**config.mk**
```make
export PLATFORM = sky130hd
export DESIGN_NAME = tgq_ptr_table
export DESIGN_NICKNAME = d
export VERILOG_FILES = /design/src/sv/tgq_pkg.sv /design/src/sv/tgq_ptr_table.sv
export SDC_FILE = /design/constraint.sdc
export NUM_CORES = 1
export LEC_CHECK = 0
export ABC_AREA = 1
export ABC_CLOCK_PERIOD_IN_PS = 5500
export BUFFER_PORTS_ARGS = -buffer_cell sky130_fd_sc_hd__buf_2
export CAP_MARGIN = 20
export CORE_MARGIN = 2
export CORE_UTILIZATION = 40
export DETAILED_ROUTE_END_ITERATION = 8
export PLACE_DENSITY = 0.54
export SETUP_SLACK_MARGIN = 0.3
export SYNTH_ARGS = -nofsm -noshare
export SYNTH_HDL_FRONTEND = slang
export SYNTH_SLANG_ARGS = --single-unit
```
**constraint.sdc**
```tcl
create_clock -name clk -period 5.5 [get_ports clk]
set_input_delay 0.55 -clock clk [delete_from_list [all_inputs] [get_ports clk]]
set_output_delay 0.55 -clock clk [all_outputs]
set_load 0.02 [all_outputs]
```
**src/sv/tgq_pkg.sv**
```systemverilog
// ----------------------------------------------------------------------------
// tgq_pkg
// Shared types, codes and helpers of the team grouped queue.
// ----------------------------------------------------------------------------
package tgq_pkg;

  // Default sizes
  localparam int ELEMENT_IDS_DEF = 1024;
  localparam int TEAMS_DEF       = 16;
  localparam int TEAM_DEPTH_DEF  = 64;

  // Fixed field widths of the transfer payloads
  localparam int ELEM_W    = 10;
  localparam int TEAM_IN_W = 4;

  // Remainder steps cover the widest input field
  localparam int MOD_STEPS = ELEM_W;

  typedef enum logic [1:0] {
    ACT_ASSIGN  = 2'd0,
    ACT_ENQUEUE = 2'd1,
    ACT_DEQUEUE = 2'd2,
    ACT_CLEAR   = 2'd3
  } tgq_action_t;

  typedef enum logic [1:0] {
    ST_OK    = 2'd0,
    ST_EMPTY = 2'd1,
    ST_FULL  = 2'd2
  } tgq_status_t;

  typedef enum logic [2:0] {
    S_INIT,
    S_SWEEP,
    S_IDLE,
    S_MAP,
    S_PTR,
    S_DATA,
    S_OUT
  } tgq_state_t;

  typedef struct packed {
    logic [1:0]           action;
    logic [ELEM_W-1:0]    element;
    logic [TEAM_IN_W-1:0] team;
  } tgq_in_t;

  typedef struct packed {
    logic [ELEM_W-1:0] out_element;
    logic              out_valid;
    logic [1:0]        status;
  } tgq_out_t;

  // Remainder of a narrow value by a constant, by shifted compare and subtract
  function automatic logic [31:0] reduce_mod(input logic [31:0] v, input int unsigned n);
    logic [31:0] r;
    logic [31:0] d;
    r = v;
    for (int k = MOD_STEPS - 1; k >= 0; k--) begin
      d = 32'(n) << k;
      if (r >= d) begin
        r = r - d;
      end
    end
    return r;
  endfunction

endpackage

```
**src/sv/tgq_ptr_table.sv**
```systemverilog
// ----------------------------------------------------------------------------
// tgq_ptr_table
// Per-team head, tail and count table: synchronous memory with one read and
// one write port, plus a valid bit per team so that a clear needs no sweep of the memory.
// ----------------------------------------------------------------------------
module tgq_ptr_table #(
  parameter int TEAMS = tgq_pkg::TEAMS_DEF,
  parameter int WIDTH = 2 * $clog2(tgq_pkg::TEAM_DEPTH_DEF)
                        + $clog2(tgq_pkg::TEAM_DEPTH_DEF + 1)
) (
  input  logic                                    clk,
  input  logic                                    rst,
  input  logic                                    clear,
  input  logic [((TEAMS > 1) ? $clog2(TEAMS) : 1)-1:0] rd_addr,
  output logic [WIDTH-1:0]                        rd_data,
  input  logic                                    wr_en,
  input  logic [((TEAMS > 1) ? $clog2(TEAMS) : 1)-1:0] wr_addr,
  input  logic [WIDTH-1:0]                        wr_data
);

  logic [WIDTH-1:0] mem [TEAMS];
  logic [TEAMS-1:0] valid;
  logic [WIDTH-1:0] rd_raw;
  logic             rd_hit;

  // Write and registered read of the pointer words
  always_ff @(posedge clk) begin
    if (wr_en) begin
      mem[wr_addr] <= wr_data;
    end
    rd_raw <= mem[rd_addr];
  end

  // Track which teams have been written since the last clear
  always_ff @(posedge clk) begin
    if (rst || clear) begin
      valid  <= '0;
      rd_hit <= 1'b0;
    end else begin
      if (wr_en) begin
        valid[wr_addr] <= 1'b1;
      end
      rd_hit <= valid[rd_addr];
    end
  end

  // An unwritten team reads as empty
  assign rd_data = rd_hit ? rd_raw : '0;

endmodule

```
==> out/summary.md <==
The number of nets at the end of the flow was 1,147; the number of fill cells in the layout was 2,989. The total clock sinks is 340, and the detailed-routing iteration count for the pre-antenna-repair pass is 4. The area of the multi-input gates is 0.00286 mm2, and the iteration-0 DRC count of the detailed router is 842. The tool flagged a number of max-cap violations equal to 0.

The tools report the startpoint of the most critical register-to-register path as mem[9][15]$_DFFE_PP_. Adding up every negative setup slack in the final design gives 0 ps. The tools report the type of origin of the critical path as a register. The layout cell share with drive strength beyond 1 came out at 0.130. TritonCTS built the clock tree. In this run the count of I/O pins placed on the die edge is 50. The overall die area came out at 0.0350 mm2. Relative to the synthesized area, the layout overhead comes to 13.5%. The final route contains 8,260 vias.

The H-tree was split into 2 levels. Row generation in the floorplan step produced 67 rows. The switching share of power was 0.212; the antenna diode instance count was 0.

For this design the static power due to leakage is 5.35 nW. VDD sags by at most 193 uV. The count of buffers from port buffering is 49, and the post-detailed-route count of antenna-violating nets is 0. The total overflow left after global routing is 0. The later pin in the worst-skew pair is clocked with a latency of 520 ps. In this run the cell area of the synthesized design comes to 0.0134 mm2. The reg2reg setup slack is 4410 ps. For the switching power, the log shows 0.00119 W. Clock-pin slew was measured on the worst setup and hold paths at 60 ps.

The worst hold path cell count is 4. Worst clock skew: 20.6 ps. The logs give 0.403 for the starting density of the core and 16,700 um for the total half-perimeter wirelength after legalization and detailed placement. STA classifies the critical path endpoint as an output port. The top cell types in the final layout, fill and taps aside, are 304 x sky130_fd_sc_hd__edfxtp_1, 186 x sky130_fd_sc_hd__nor2_1, 136 x sky130_fd_sc_hd__o21ai_0, 78 x sky130_fd_sc_hd__inv_1, 69 x sky130_fd_sc_hd__o211ai_1.

The run gives 0.734 as the share of synthesized area occupied by flip-flops and latches. The setup violation total in the final timing report was 0. The total power density per cell area is 370 mW/mm2.

OpenSTA, run right after detailed placement, puts the worst setup slack at 2630 ps. The number of different library cells used by synthesis comes to 24. The routed design has 33,300 um of wire. The die width came out at 187 um. Based on the critical path, the design can be clocked at up to 379 MHz.

Hold repair after CTS inserted 0 buffers. The number of setup buffers added after CTS is 0. The number of gates given a new drive strength after cts was 0; the post-synthesis net count was 1,105.

Clock tree synthesis selected as its root buffer the cell sky130_fd_sc_hd__clkbuf_16. Count of endpoints failing hold in the final timing report: 0. Counting flops and latches in the post-synthesis netlist gives 340. The type of the worst setup path was register to output port. The capturing point of the worst reg2reg path was rd_raw[15]$_DFF_P_. The via count of the first global-routing pass came out at 7,966.

The DRC violation count after routing is 0, and the placed instance count is 1,525. The worst max-slew margin expressed relative to the limit is 0.282, and the clock tree buffer depth is 3. Setup repair after global routing left no endpoint under its margin.

For the worst setup path, the data arrival time is 2090 ps. The combinational cell fraction of total power came out at 0.052. The tools report the total clock buffers created by CTS as 36. The part of the total power dissipated in the clock network is 0.435.

For the pin with the worst max-slew slack, the measured transition is 1080 ps. For the all-layer global routing usage, the log shows 0.189. The maximum fanout count along the critical path is 19. The tightest min-delay check is of the primary input to register type. Startpoint of the worst hold path: wr_addr[1].

The logs give 0.0333 mm2 for the core footprint and 4950 ps for the required time of the worst setup path. The first global-routing pass estimated 49,700 um of wire. Total power draw: 0.00564 W. Setup slack closes at 2860 ps. Final worst-path cycle share: 0.480.

Using the TritonRoute via totals, the vias-per-cell ratio works out to 5.19. The number of cells traversed by the worst register-to-register path is 6. Entering global routing, the biggest net connects 111 pins. Leaving out fill and tap cells, the most frequent cell in the layout is sky130_fd_sc_hd__edfxtp_1. The path with the worst hold slack has its endpoint at valid[8]$_SDFFE_PP0P_.

The run finished with clean final reports. The mean routed wirelength per cell was 20.9 um; the final number of max-transition violations was 0. The floorplan step set the die height to 187 um. The initial antenna violation count was 1. The register share of total power came out at 0.514. The final critical path time including I/O delays and setup was 2640 ps.

At the end of routability-driven placement, the weighted congestion stood at 0.751. The synthesized area per cell is 12.5 um2. The count of cells in the finished layout, fillers not included, comes to 1,592. The cell internal power dissipation came out at 0.00445 W.

The logs give 1,074 for the gate count after technology mapping and 0 for the count of synthesis-stage warnings from yosys. Across the whole layout, storage elements account for 0.00985 mm2.
==> cells by family after synthesis <==
family,share of synthesized area
simple gates,0.0931
flops,0.734
buf+inv,0.0556
compound gates,0.117
==> Yosys cell counts (all sizes together) <==
master / number / share of area
a21oi: 40 / 0.015
buf: 36 / 0.023
clkbuf: 33 / 0.0093
clkinv: 1 / 0.00037
dfxtp: 36 / 0.054
edfxtp: 304 / 0.68
inv: 80 / 0.023
nand2: 62 / 0.017
nand3: 50 / 0.019
nor2: 200 / 0.056
nor3: 2 / 0.00075
o211ai: 76 / 0.045
o21ai: 153 / 0.057
or2: 1 / 0.00047
==> power by group through the flow <==
stage	clock network (W)	logic [W]	registers, W
global placement	0	0.000289	0.00295
detailed placement	0	0.000292	0.00295
finish	0.00245	0.000291	0.00290
floorplan	0	0.000191	0.00294
CTS	0.00249	0.000293	0.00290
global route	0.00260	0.000328	0.00290
==> registers in the layout (all words and copies together) (netlist names) <==
signal	cells
rd_hit	1
rd_raw	19
mem	304
valid	16
==> critical path, cell delays in order, from the launching register on <==
cell and delay (ps):
sky130_fd_sc_hd__dfxtp_1 1000, sky130_fd_sc_hd__nand2_1 270, sky130_fd_sc_hd__inv_1 130, sky130_fd_sc_hd__buf_2 170
==> area by class of cell <==
class | instances | share of cell area
multi-input cells | 584 | 0.188
clock inverters | 10 | 0.0104
well taps | 448 | 0.0368
clock buffers | 56 | 0.0681
repair buffers | 73 | 0.0298
inverters | 81 | 0.0202
flip-flops and latches | 340 | 0.647
==> routing by layer <==
metal | global-route usage | vias to the layer above | part of all wire
li1 | - | 3902 | -
met1 | 0.256 | 4127 | 0.45
met2 | 0.323 | 188 | 0.49
met3 | 0.0280 | 41 | 0.049
met4 | 0.0452 | 2 | 0.017
met5 | 0 | - | 0.00021
==> worst max-delay path by stage <==
stage | end | cells after the start | start | slack [ps]
after floorplan | mem[10][0]$_DFFE_PP_ | 4 | wr_en | 3330
after global placement | rd_raw[10]$_DFF_P_ | 6 | rd_addr[0] | 2640
after detailed placement | rd_raw[0]$_DFF_P_ | 6 | rd_addr[0] | 2630
after CTS | rd_data[18] | 3 | rd_hit$_SDFF_PP0_ | 2810
after global routing | rd_data[5] | 3 | rd_hit$_SDFF_PP0_ | 2740
final | rd_data[5] | 3 | rd_hit$_SDFF_PP0_ | 2860
==> through the flow <==
step / hold WS (ps) / area, um2 / utilization
final: 389 / 15200 / 0.458
after global placement: 445 / 14000 / 0.421
after floorplan: 435 / 13400 / -
after detailed placement: 448 / 14000 / 0.421
after global routing: 403 / 15200 / 0.458
after CTS: 359 / 15200 / 0.457
(Power assumes the default switching activity.)
